===== src/rtl/core/cir_ram.sv =====
// Generic simple dual-port RAM, one write and one registered read port.
// No dependencies.
`default_nettype none
module cir_ram #(
    parameter int WIDTH = 64,
    parameter int DEPTH = 64
) (
    input  wire logic                   i_clk,
    input  wire logic                   i_we,
    input  wire logic [((DEPTH > 1) ? $clog2(DEPTH) : 1)-1:0] i_waddr,
    input  wire logic [WIDTH-1:0]       i_wdata,
    input  wire logic [((DEPTH > 1) ? $clog2(DEPTH) : 1)-1:0] i_raddr,
    output logic      [WIDTH-1:0]       o_rdata
);
    logic [WIDTH-1:0] r_mem [DEPTH];

    always_ff @(posedge i_clk) begin
        if (i_we) begin
            r_mem[i_waddr] <= i_wdata;
        end
        o_rdata <= r_mem[i_raddr];
    end
endmodule
`default_nettype wire


===== config.mk =====
export PLATFORM = sky130hd
export DESIGN_NAME = cir_ram
export DESIGN_NICKNAME = d
export VERILOG_FILES = /design/src/rtl/core/cir_ram.sv
export SDC_FILE = /design/constraint.sdc
export NUM_CORES = 2
export LEC_CHECK = 0
export BUFFER_PORTS_ARGS = -buffer_cell sky130_fd_sc_hd__buf_4
export CAP_MARGIN = 20
export CORE_ASPECT_RATIO = 1.4
export CORE_UTILIZATION = 50
export DETAILED_ROUTE_END_ITERATION = 12
export PLACE_DENSITY = 0.61
export SYNTH_ARGS = -nofsm -noshare
export SYNTH_HDL_FRONTEND = slang
export SYNTH_SLANG_ARGS = --single-unit

===== constraint.sdc =====
create_clock -name i_clk -period 23 [get_ports i_clk]
set_input_delay 5.75 -clock i_clk [delete_from_list [all_inputs] [get_ports i_clk]]
set_output_delay 5.75 -clock i_clk [all_outputs]
set_load 0.02 [all_outputs]

### Word level (Yosys, flattened, before mapping)

Memories as Yosys holds them, arrays and structs flattened. A register that Yosys moved wholly into a read port is not among the register bits.
Index checks and enable logic that the tools add are counted.

| storage, ports and cells | value |
|---|---|
| flip-flop bits (word level) | 0 |
| bits in writable memories | 4096 |
| logic and storage cells | 3 |
| memories kept | 1 |

Memories:

| memory | words | bits a word | rd ports | clocked after Yosys merged registers in | wr ports | line | text |
|---|---|---|---|---|---|---|---|
| r_mem | 64 | 64 | 1 | 1 | 1 | 15 | `logic [WIDTH-1:0] r_mem [DEPTH];` |

| operators by class | value |
|---|---|
| multiplexer cells | 2 |

Operators with widths:

| kind | count |
|---|---|
| 1-bit 2-to-1 mux | 2 |

### Longest topological paths before layout

| logic depth | value |
|---|---|
| depth in word-level cells | 2 |
| depth in mapped cells | 9 |
| gate-level depth less buffers | 5 |

### Worst setup path before layout

Ideal clock, no wire load.

| timing | value |
|---|---|
| path type | in2reg |
| start point | in i_waddr[3] (netlist bit) |
| end point | mem r_mem[48][0] (enable) |
| arrival time | 10.622 ns |
| required time | 22.436 ns |
| slack | 11.814 ns |
| cell stages on the path | 4 |
| path buffers | 1 |
| path through | clkbuf_1 -> nor2b_1 -> nand4b_1 -> nor3_1 |

RTL lines:

| what | line | text |
|---|---|---|
| start: declaration | 10 | `input wire logic [((DEPTH > 1) ? $clog2(DEPTH) : 1)-1:0] i_waddr,` |
| end: declaration | 15 |  |

Straight into the memory's write port.

==> impl_metrics.toml <==
[synth]
synth_seq_cells = 4160
seq_area_frac_synth = 0.795
synth_ff_type = "edfxtp_1"
syn_inst = 6598
ys_types = 33
netlist_area_um2 = 156000
synthArstFlopShare = 0
avgSynthCellArea_um2 = 23.7
ys_warn_count = 0
synth_nets = 6676
synth_edf_count = 4096

[grt]
gr-usage-met1 = 0.378
grt_antenna_before_repair = 20
grt_pass1_wl_mm = 606
grt_util_met3 = 0.0450
busiest_layer = "met2"
grt_max_degree = 106
gr-usage-all-layers = 0.279
grt-ovfl-total = 0
grtUsageMet2 = 0.467
grt_pass1_vias = 76300

[pwr]
clockPowerShare = 0.411
p_int_mw = 12.3
vdd_drop_max_v = 0.0000712
power_density_nw_per_um2 = 88.5
swShare = 0.211
switchingPower_mw = 3.28
power_leakage_nw = 54.5
seq_power_share = 0.542
p_comb_frac = 0.047

[floorplanning]
die-area_um2 = 315000
dieWidth_um = 475
ios = 142
core_um2 = 311000
die_y_um = 664
rows = 242
start_util = 0.503

[sta]
fmax_ghz = 0.103
period_needed_ps = 9690
setup_viol = 0
whs_ps = 853
skew_ps = 36.4
hold_violations = 0
fin_setup_tns_ps = 0
grt_setup_unrepaired = "false"
finalCritPeriodShare = 0.421
tightest_slew_ps = 1220
maxSlewViolCount = 0
relSlewSlack = 0.184

[setup_path]
cp-start-kind = "primary input"
worst_path_max_delay_cell = "buf_4"
cp_common_cell = "buf_4"
crit_buf_inv = 5
endpoint_kind = "flop"
crit_required_ps = 23800
arrival_ps = 10490
worstSetupPathType = "in -> reg"
cp_max_fo = 91
cp_cell_sequence = "buf_16 > buf_4 > buf_4 > buf_12 > buf_4 > mux4_2 > nor2b_1 > a211oi_1 > o22ai_1 > and3_1"
cpPeakStageDelay_ps = 900
critPathTopFamily = "buffers and inverters"

[cts]
hold_buffers = 0
cts_sinks = 4160
h-tree-depth = 5
cts_tree = "yes"
cts_setup_buffers = 0
ctsRootBufferMaster = "clkbuf_16"
cts_resized = 0
clk-insertion-delay-late_ps = 930
cts_inserted_buffers = 388
clkTransAtPathRegs_ps = 60
clockBufferDepth = 4

[placed_design]
place_congestion = 0.784
port-buffer-count = 141
dp_hpwl_mm = 229
place_area_um2 = 163000

[routing]
routed_wl_mm = 439
remaining_drc_errors = 0
wl_per_cell_um = 38.4
drt_pre_antenna_iters = 5
drt_iter0_drc = 9360
detail_route.vias_per_cell = 6.59
ant_nets = 0
vias = 75500

[cells_and_area]
nets = 7044
final_util = 0.566
num-fill-cells = 22700
multi_input_area_um2 = 30800
area_growth_pct = 12.4
regArea_um2 = 124000
stdcell_area_um2 = 176000
drive_gt1_frac = 0.280

[flow_run]
maxCapViolations = 0

[status]
status = "complete, no violations"

[worst_hold_path]
hold_path.class = "reg -> reg"
[metal layers]
| layer | routed length (um) | share of wire | up-vias |
|---|---|---|---|
| met3 | 33900 | 0.077 | 726 |
| li1 | - | - | 29200 |
| met2 | 223000 | 0.51 | 3724 |
| met5 | 69 | 0.00016 | - |
| met1 | 168000 | 0.38 | 41800 |
| met4 | 13800 | 0.031 | 10 |
[kinds of logic after synthesis]
group,count (synthesis),share of synthesized area
buffers and inverters,389,0.0118
multiplexers,1159,0.156
AND/OR/NAND/NOR,386,0.0124
flip-flops,4160,0.795
AO/OA/AOI/OAI,504,0.0248
[per-stage QoR]
step,total power [mW],instances,setup slack [ps]
6_report,15.5,11400,13310
5_1_grt,15.9,11400,12840
4_1_cts,15.6,11400,13200
3_5_place_dp,9.32,10700,12230
2_1_floorplan,8.98,6598,11810
3_3_place_gp,9.30,10700,12220
[cells in the final DEF, fill, tap and decap left out, drive strengths merged, types with 2 or more instances in the layout]
cell / n
a211oi: 63
a22o: 88
a22oi: 168
a2bb2oi: 19
a31oi: 18
a41oi: 26
and2: 3
and3: 64
buf: 348
bufinv: 36
clkbuf: 492
clkinv: 144
clkinvlp: 21
dfxtp: 64
diode: 18
edfxtp: 4096
inv: 29
mux2i: 135
mux4: 1024
nand2: 58
nand2b: 11
nand3: 45
nand3b: 2
nand4: 2
nor2: 112
nor2b: 28
nor3: 2
o221ai: 38
o22ai: 83
or2: 28
or3: 29
[path summary, 6_finish.rpt]
kind                       to     startpoint  slack, ps  depth (start not counted)
setup reg to reg  o_rdata[11]  r_mem[55][11]      20660                          5
hold reg to reg   o_rdata[26]  r_mem[52][26]        850                          4
setup / recovery  o_rdata[14]     i_raddr[0]      13310                         10
hold / removal    o_rdata[26]  r_mem[52][26]        850                          4
[layout make-up]
cell class                      instances  area share
Antenna cell                           18    0.000256
Clock buffer                          492      0.0592
Clock inverter                        211      0.0119
Inverter                               19    0.000406
Multi-Input combinational cell       2049       0.175
Sequential cell                      4160       0.707
Tap cell                             4148      0.0295
Timing Repair Buffer                  348      0.0164
[sequential cells by signal (all words and copies together) (netlist names)]
signal,count
o_rdata,64
r_mem,4096
[worst min-delay path: cells and delay by family (launching register included)]
kind,cells,cell delay [ps]
DFF,1,320
AOI/OAI and AO/OA,1,60
and+or+nand+nor,2,230
muxes,1,220
[synthesized netlist by cell type (38+ instances only)]
| cell | number | area [um^2] |
|---|---|---|
| edfxtp_1 | 4096 | 123000 |
| mux4_2 | 1024 | 23100 |
| buf_2 | 170 | 851 |
| a22oi_1 | 168 | 1260 |
| clkbuf_1 | 140 | 526 |
| mux2i_1 | 135 | 1350 |
| nor2_1 | 112 | 420 |
| a22o_1 | 88 | 771 |
| o22ai_1 | 83 | 519 |
| and3_1 | 64 | 400 |
| dfxtp_1 | 64 | 1280 |
| a211oi_1 | 63 | 473 |
| nand2_1 | 58 | 218 |
| nand3_1 | 45 | 225 |
| o221ai_1 | 38 | 333 |
[power by group through the flow]
stage                     logic [mW]  registers (mW)  clock network, mW
after floorplan                0.391            8.59                  0
after global placement         0.717            8.59                  0
after detailed placement       0.730            8.59                  0
after CTS                      0.730            8.43               6.48
after global routing           0.765            8.43               6.74
final                          0.726            8.42               6.40
Note: power is estimated with default switching activity, not from simulation.
