`src/rtl/core/cir_pkg.sv`:
```
// Shared sizes, codes and control types for the co-occurrence recommender.
// No dependencies; the files that use it refer to it by scoped names.
`default_nettype none
package cir_pkg;
    localparam int USERS = 64;
    localparam int ITEMS = 32;
    localparam int LIM = (ITEMS < 32) ? ITEMS : 32;
    localparam int USER_AW = (USERS > 1) ? $clog2(USERS) : 1;
    localparam int USER_CW = $clog2(USERS + 1);
    localparam int CAND_IW = (LIM > 1) ? $clog2(LIM) : 1;
    localparam int CAND_CW = $clog2(LIM + 1);
    localparam int SCORE_W = 11;
    localparam logic [SCORE_W-1:0] SCORE_MAX = '1;
    localparam logic [31:0] LIM_MASK = (LIM == 32) ? 32'hFFFF_FFFF : ((32'd1 << LIM) - 32'd1);
    localparam logic [31:0] CATALOG_RESET = 32'd31;

    localparam logic [2:0] ST_REC      = 3'd0;
    localparam logic [2:0] ST_ADDED    = 3'd1;
    localparam logic [2:0] ST_FULL     = 3'd2;
    localparam logic [2:0] ST_NOTFOUND = 3'd3;
    localparam logic [2:0] ST_NONE     = 3'd4;

    localparam logic KIND_ADD   = 1'b0;
    localparam logic KIND_QUERY = 1'b1;

    typedef struct packed {
        logic clear;
        logic valid;
    } t_score_ctl;
endpackage
`default_nettype wire

```
`src/rtl/core/cir_score.sv`:
```
// Co-occurrence score accumulators, one per catalog item, fed one stored user a cycle.
// Depends on cir_pkg.
`default_nettype none
module cir_score (
    input  wire logic                       i_clk,
    input  wire logic                       i_rst_n,
    input  wire cir_pkg::t_score_ctl        i_ctl,
    input  wire logic [31:0]                i_items,
    input  wire logic [31:0]                i_self,
    input  wire logic [31:0]                i_catalog,
    input  wire logic [cir_pkg::CAND_IW-1:0] i_rd_idx,
    output logic [cir_pkg::SCORE_W-1:0]     o_rd_score,
    output logic                            o_busy
);
    logic                        r_pv;
    logic [5:0]                  r_pc;
    logic [31:0]                 r_hit;
    logic [cir_pkg::SCORE_W-1:0] r_sc [cir_pkg::LIM];
    logic [31:0]                 n_hit;

    // candidate items this user bought: in catalog, in scan range, not owned by self
    assign n_hit = i_items & i_catalog & ~i_self & cir_pkg::LIM_MASK;

    always_ff @(posedge i_clk) begin
        if (!i_rst_n) begin
            r_pv <= 1'b0;
        end else begin
            r_pv <= i_ctl.valid && !i_ctl.clear;
        end
        r_pc  <= 6'($countones(i_items & i_self & cir_pkg::LIM_MASK));
        r_hit <= n_hit;
    end

    always_ff @(posedge i_clk) begin
        for (int c = 0; c < cir_pkg::LIM; c++) begin
            logic [cir_pkg::SCORE_W:0] sum;
            sum = {1'b0, r_sc[c]} + (cir_pkg::SCORE_W + 1)'(r_pc);
            if (i_ctl.clear) begin
                r_sc[c] <= '0;
            end else if (r_pv && r_hit[c]) begin
                r_sc[c] <= sum[cir_pkg::SCORE_W] ? cir_pkg::SCORE_MAX
                                                 : sum[cir_pkg::SCORE_W-1:0];
            end
        end
    end

    assign o_rd_score = r_sc[i_rd_idx];
    assign o_busy     = r_pv;
endmodule
`default_nettype wire

```
`config.mk`:
```
export PLATFORM = sky130hd
export DESIGN_NAME = cir_score
export DESIGN_NICKNAME = d
export VERILOG_FILES = /design/src/rtl/core/cir_pkg.sv /design/src/rtl/core/cir_score.sv
export SDC_FILE = /design/constraint.sdc
export NUM_CORES = 1
export LEC_CHECK = 0
export BUFFER_PORTS_ARGS = -buffer_cell sky130_fd_sc_hd__buf_2
export CAP_MARGIN = 20
export CORE_MARGIN = 2
export CORE_UTILIZATION = 55
export CTS_CLUSTER_SIZE = 20
export DETAILED_ROUTE_END_ITERATION = 6
export GPL_TIMING_DRIVEN = 0
export PLACE_DENSITY = 0.75
export SYNTH_ARGS = -nofsm -noshare
export SYNTH_HDL_FRONTEND = slang
export SYNTH_SLANG_ARGS = --single-unit
```
`constraint.sdc`:
```
create_clock -name i_clk -period 6.9 [get_ports i_clk]
set_input_delay 0 -clock i_clk [delete_from_list [all_inputs] [get_ports i_clk]]
set_output_delay 0 -clock i_clk [all_outputs]
set_load 0.005 [all_outputs]
```
=== Yosys cells after proc, flatten, opt, wreduce, memory -nomap -nowiden ===
Memory sizes are Yosys's and may differ from the RTL's.
Index checks and enable logic that the tools add are counted.

* Memory bits (read-only): 0
* Bits of input ports: 105
* Bits in latches: 0
* Output and inout port bits: 12
* Memories: 1
* Flip-flop bits (word level): 39
* Word-level logic and storage cells: 299
* Memory bits (writable): 352

* Add/subtract/negate cells: 63
* Divide/modulo/power cells: 0
* Muxes and demuxes: 162
* $lt $le $gt $ge: 0
* Equal/unequal tests: 0
* Shifts and indexed selects: 0
* Reduce and logical (&&, ||, !) cells: 34
* Multipliers: 0
* Bitwise gates (word level): 36

{| class="wikitable"
|+ Memories
! memory !! depth !! bits a word !! rd ports !! clocked after memory_dff !! wr ports !! line !! source
|-
| r_sc || 32 || 11 || 33 || 0 || 32 || cir_score.sv:18 || <nowiki>logic [cir_pkg::SCORE_W-1:0] r_sc [cir_pkg::LIM];</nowiki>
|}

{| class="wikitable"
|+ Operator list
! operator !! count
|-
| 11-bit 2-to-1 mux || 64
|-
| 11-bit by 6-bit adder with 12-bit output || 32
|-
| 1-bit 2-to-1 mux || 98
|-
| 32-bit bitwise AND || 3
|-
| 1-bit logical AND || 33
|-
| 1-bit by 1-bit adder with 2-bit output || 16
|-
| 32-bit NOT || 1
|-
| 1-bit OR || 32
|-
| 2-bit by 2-bit adder with 3-bit output || 8
|-
| 3-bit by 3-bit adder with 4-bit output || 4
|-
| 4-bit by 4-bit adder with 5-bit output || 2
|-
| 5-bit by 5-bit adder with 6-bit output || 1
|-
| 1-bit zero test || 1
|}

=== Depth between registers and ports, before layout ===
* Depth in word-level cells: 6
* Mapped depth: 17
* Depth with buffers taken out: 17

=== Least setup slack after synthesis ===
Ideal clock, no wire load.

* Path kind: input to register
* Start point: in i_items[27]
* End point: reg r_pc[4]
* Library setup time: 0.118 ns
* Arrival time: 4.165 ns
* Data required time: 6.782 ns
* Stages: 17
* Setup slack: 2.617 ns
* Buffers on the path: 0
* Path through: nand2_1 -> fa_1 -> inv_1 -> fa_1 -> inv_1 -> fa_1 -> inv_1 -> fa_1 -> fa_1 -> fa_1 -> ha_1 -> inv_1 -> fa_1 -> inv_1 -> a21o_1 -> a21oi_1 -> xnor2_1

* Word-level cells in the longest chain between the ends: 6

{| class="wikitable"
|+ RTL lines
! what !! line !! source
|-
| from (decl) || cir_score.sv:8 || <nowiki>input wire logic [31:0] i_items,</nowiki>
|-
| 32-bit bitwise AND || cir_score.sv:30 || <nowiki>r_pc <= 6'($countones(i_items & i_self & cir_pkg::LIM_MASK));</nowiki>
|-
| 1-bit by 1-bit adder with 2-bit output (implied by the code) || cir_score.sv:30 ||
|-
| 2-bit by 2-bit adder with 3-bit output (implied by the code) || cir_score.sv:30 ||
|-
| 3-bit by 3-bit adder with 4-bit output (implied by the code) || cir_score.sv:30 ||
|-
| 4-bit by 4-bit adder with 5-bit output (implied by the code) || cir_score.sv:30 ||
|-
| 5-bit by 5-bit adder with 6-bit output (implied by the code) || cir_score.sv:30 ||
|-
| to (signal assigned) || cir_score.sv:30 ||
|-
| to (decl) || cir_score.sv:16 || <nowiki>logic [5:0] r_pc;</nowiki>
|}

No other way between the ends.
A chain may end at the register's enable or synchronous reset.

=== Worst setup path in the final report ===
* Start point: in i_self[27]
* End point: reg r_pc[4]

* Word-level cells in the longest chain between the ends: 6

{| class="wikitable"
|+ RTL lines
! what !! line !! source
|-
| from (decl) || cir_score.sv:9 || <nowiki>input wire logic [31:0] i_self,</nowiki>
|-
| 32-bit bitwise AND || cir_score.sv:30 ||
|-
| 1-bit by 1-bit adder with 2-bit output (implied by the code) || cir_score.sv:30 ||
|-
| 2-bit by 2-bit adder with 3-bit output (implied by the code) || cir_score.sv:30 ||
|-
| 3-bit by 3-bit adder with 4-bit output (implied by the code) || cir_score.sv:30 ||
|-
| 4-bit by 4-bit adder with 5-bit output (implied by the code) || cir_score.sv:30 ||
|-
| 5-bit by 5-bit adder with 6-bit output (implied by the code) || cir_score.sv:30 ||
|}

No other way between the ends.

==> results.toml <==
[finish]
fin_util_pct = 62.55
area_delta_synth_final_pct = 12.83
finalNonFillerCells = 3806
drive_gt1_share_pct = 9.146
final_cell_area_mm2 = 0.03274
fin_nets = 3440
fillers = 4192

[clocking]
clk_latency_ps = 600
cts_tree = "yes"
h-tree-depth = 2
cts_max_path_buffers = 3
path_clk_slew_ps = 60
clock-sinks = 391
cts-buffers-inserted = 46
root_buffer = "clkbuf_16"

[synthesis]
syn-instance-count = 2845
ys_seq_elements = 391
synth.distinct_cells = 67
synth_area_mm2 = 0.02902
synth_edf_count = 352
synthAdderAreaFrac_pct = 12.45
synth_mux_area_share_pct = 7.072
yosys_warnings = 0
ys.flop_type = "edfxtp_1"
syn_avg_cell_area_um2 = 10.20
synth_async_sr_flop_share_pct = 0
syn-num-nets = 3205
yosysSeqAreaShare_pct = 39.12
yosys.area_share.simple_pct = 12.13
synth_top_family_by_area = "compound AO/OA/AOI/OAI gates"
synthXorXnorAreaFrac_pct = 4.075
synth_compound_area_share_pct = 21.76

[power_and_ir_drop]
p_comb_share_pct = 37.7
power.internal_mw = 5.457
powerDensity_mw_per_mm2 = 263.1
p_sw_share_pct = 36.65
p_sw_mw = 3.157
p_leak_nw = 13.35
p_total_mw = 8.614
vdd_drop_max_v = 0.0002288
power.share.sequential_pct = 34.0
clkPwrFrac_pct = 28.3

[setup_path]
cp-start-kind = "primary input"
crit_fanout = 2
crit_chain = "dlygate4sd3_1 -> buf_2 -> nand2_1 -> fa_1 -> inv_1 -> fa_1 -> inv_1 -> fa_1 -> inv_1 -> fa_1 -> fa_1 -> fa_1 -> ha_1 -> inv_1 -> fa_1 -> inv_1 -> a21o_1 -> a21oi_1 -> xnor2_1"
cp_top_family = "adder cells"
cp.required_ps = 7390
arrival_ps = 5310
end_kind = "flop"
worstSetupPathType = "in2reg"
max_stage_delay_ps = 610
slowest_stage = "fa_1"
crit_top_cell = "fa_1"
path_buf_inv = 7

[timing]
worstMarginPinSlew_ps = 1100
fin_crit_sh_pct = 69.89
setup_viol_count_final = 0
finalHoldViolCount = 0
fin_skew_ps = 19.29
drv_slew = 0
max_freq_mhz = 207.4
relSlewSlack_pct = 24.78
rsz0062_at_grt = "false"
fin_ws_ps = 2077
period_needed_ps = 4823

[die]
die_w_um = 233.7
pin_count = 117
fp-row-count = 84
die_area_mm2 = 0.05461
dieHeight_um = 233.7
core_mm2 = 0.05234
initial_core_util_pct = 55.44

[route]
drt-total-wl_um = 87620
drtIter0Drc = 2295
remaining_drc_errors = 2
avgViaCountPerCell = 6.561
wl_per_cell_um = 23.02
postRouteAntennaNets = 0
vias = 24972
first_pass_iters = 7

[run_status]
violations = "design-rule violations"
run_status = "finished with violations"

[worst_hold_path]
hp-class = "in2reg"

[grt]
grt_max_degree = 30
grt_pass1_vias = 23985
grt_pass1_wl_um = 133300
overflow = 0
grt_usage_pct = 31.87
antenna_found_initial = 5

[placement]
hpwl_um = 63890
dpl_worst_slack_ps = 2065
gp_congestion = 1.034
io_buffers = 113
place_area_mm2 = 0.03060
dp_cells = 3653

[job]
maxCapViolCount = 0
timing repair:
action | in CTS | in global routing
resized for setup | 0 | 0
hold endpoints to repair | 34 | 0
setup buffers | 0 | 0
hold buffers | 67 | 0
path summary, 6_finish.rpt:
path / from / end / slack, ps / depth (start not counted)
setup / recovery: i_self[27] / r_pc[4] / 2080 / 19
hold / removal: i_items[6] / r_pc[0] / 20 / 4
setup reg to reg: r_pc[1] / r_sc[18][10] / 3610 / 8
hold reg to reg: r_hit[0] / r_sc[0][7] / 600 / 2
per-stage QoR:
step | setup TNS (ps) | hold slack (ps)
after floorplan | 0 | 71.51
after global placement | -10690 | 168.4
after detailed placement | 0 | 170.2
after CTS | 0 | 12.61
after global routing | 0 | 62.60
final | 0 | 24.84
routing by layer:
metal / track usage (%) / up-vias / part of all wire (%)
li1: - / 11450 / -
met1: 41.64 / 12092 / 40
met2: 51.65 / 1186 / 46
met3: 5.762 / 238 / 9.3
met4: 14.46 / 6 / 4.6
met5: 0 / - / 0.043
sequential cells by signal (all words and copies together), names as in the netlist:
signal / flops
r_sc: 352
r_pc: 6
o_busy: 1
r_hit: 32
power by group through the flow:
stage                     clock, mW  combinational [mW]  sequential, mW
after floorplan                   0                2.28            2.89
after global placement            0                2.76            3.11
after detailed placement          0                3.15            2.97
after CTS                      2.44                3.20            2.92
after global routing           2.52                3.59            2.94
final                          2.43                3.25            2.93
cell usage after synthesis, types with 12 or more instances:
cell type	instances	area, µm²
o31a_1	23	201.4
clkbuf_1	39	146.4
a21o_1	89	668.1
nand4_1	30	187.7
o211ai_1	32	240.2
mux2i_1	106	1061
nor2_1	172	645.6
xor2_1	93	814.5
and2_1	54	337.8
nand2_1	155	581.8
nor2b_1	61	381.6
edfxtp_1	352	10570
xnor2_1	42	367.9
o21a_1	63	473.0
nor4_1	31	193.9
o21ai_0	101	505.5
o2111a_1	15	168.9
a211oi_1	53	397.9
inv_1	175	656.9
o311ai_1	16	140.1
buf_2	27	135.1
and3_1	20	125.1
a221oi_1	12	105.1
dfxtp_1	39	780.8
nor3b_1	24	180.2
fa_1	56	1121
a31oi_1	68	425.4
a21oi_1	365	1827
nand3_1	34	170.2
ha_1	199	2490
o31ai_1	47	352.8
a22oi_1	33	247.7
mux4_2	44	991.0
nor3_1	57	285.3
logic make-up after synthesis:
kind of cell,after synthesis
AOI/OAI and AO/OA,978
and+or+nand+nor,689
DFF,391
adders and majority gates,255
buffers and inverters,247
muxes,150
xor gates and xnor gates,135
area by class of cell:
| type | instances | area [µm²] | area share [%] |
|---|---|---|---|
| multi-input combinational | 2207 | 16680 | 50.94 |
| sequential | 391 | 11360 | 34.70 |
| timing repair buffer | 187 | 1384 | 4.227 |
| clock buffer | 71 | 1356 | 4.143 |
| tap | 688 | 860.8 | 2.629 |
| inverter | 175 | 659.4 | 2.014 |
| buffer | 72 | 330.3 | 1.009 |
| clock inverter | 13 | 106.4 | 0.3249 |
| antenna | 2 | 5.005 | 0.01529 |
tightest hold or removal path: cells and delay by family:
| kind | cells | cell delay (ps) |
|---|---|---|
| buffers and inverters | 1 | 90 |
| adders and majority gates | 2 | 300 |
| and+or+nand+nor | 1 | 200 |
cell usage in the layout, fill, tap and decap left out, types with 12 or more instances in the layout:
master,count
edfxtp_1,352
and2_1,54
clkbuf_16,47
o21a_1,63
o31a_1,23
buf_2,140
nor3_1,57
a21o_1,89
o211ai_1,32
nor2_1,172
a21oi_1,365
clkbuf_1,54
and3_1,20
a22oi_1,33
o31ai_1,47
nor4_1,31
mux4_2,44
ha_1,199
nor2b_1,61
o21ai_0,101
dlygate4sd3_1,67
o311ai_1,16
a211oi_1,53
mux2i_1,106
fa_1,56
inv_1,174
nor3b_1,24
nand2_1,155
a221oi_1,12
a31oi_1,68
xnor2_1,42
xor2_1,93
nand4_1,30
dfxtp_1,33
nand3_1,34
o2111a_1,15
Note: power is estimated with default switching activity, not from simulation.
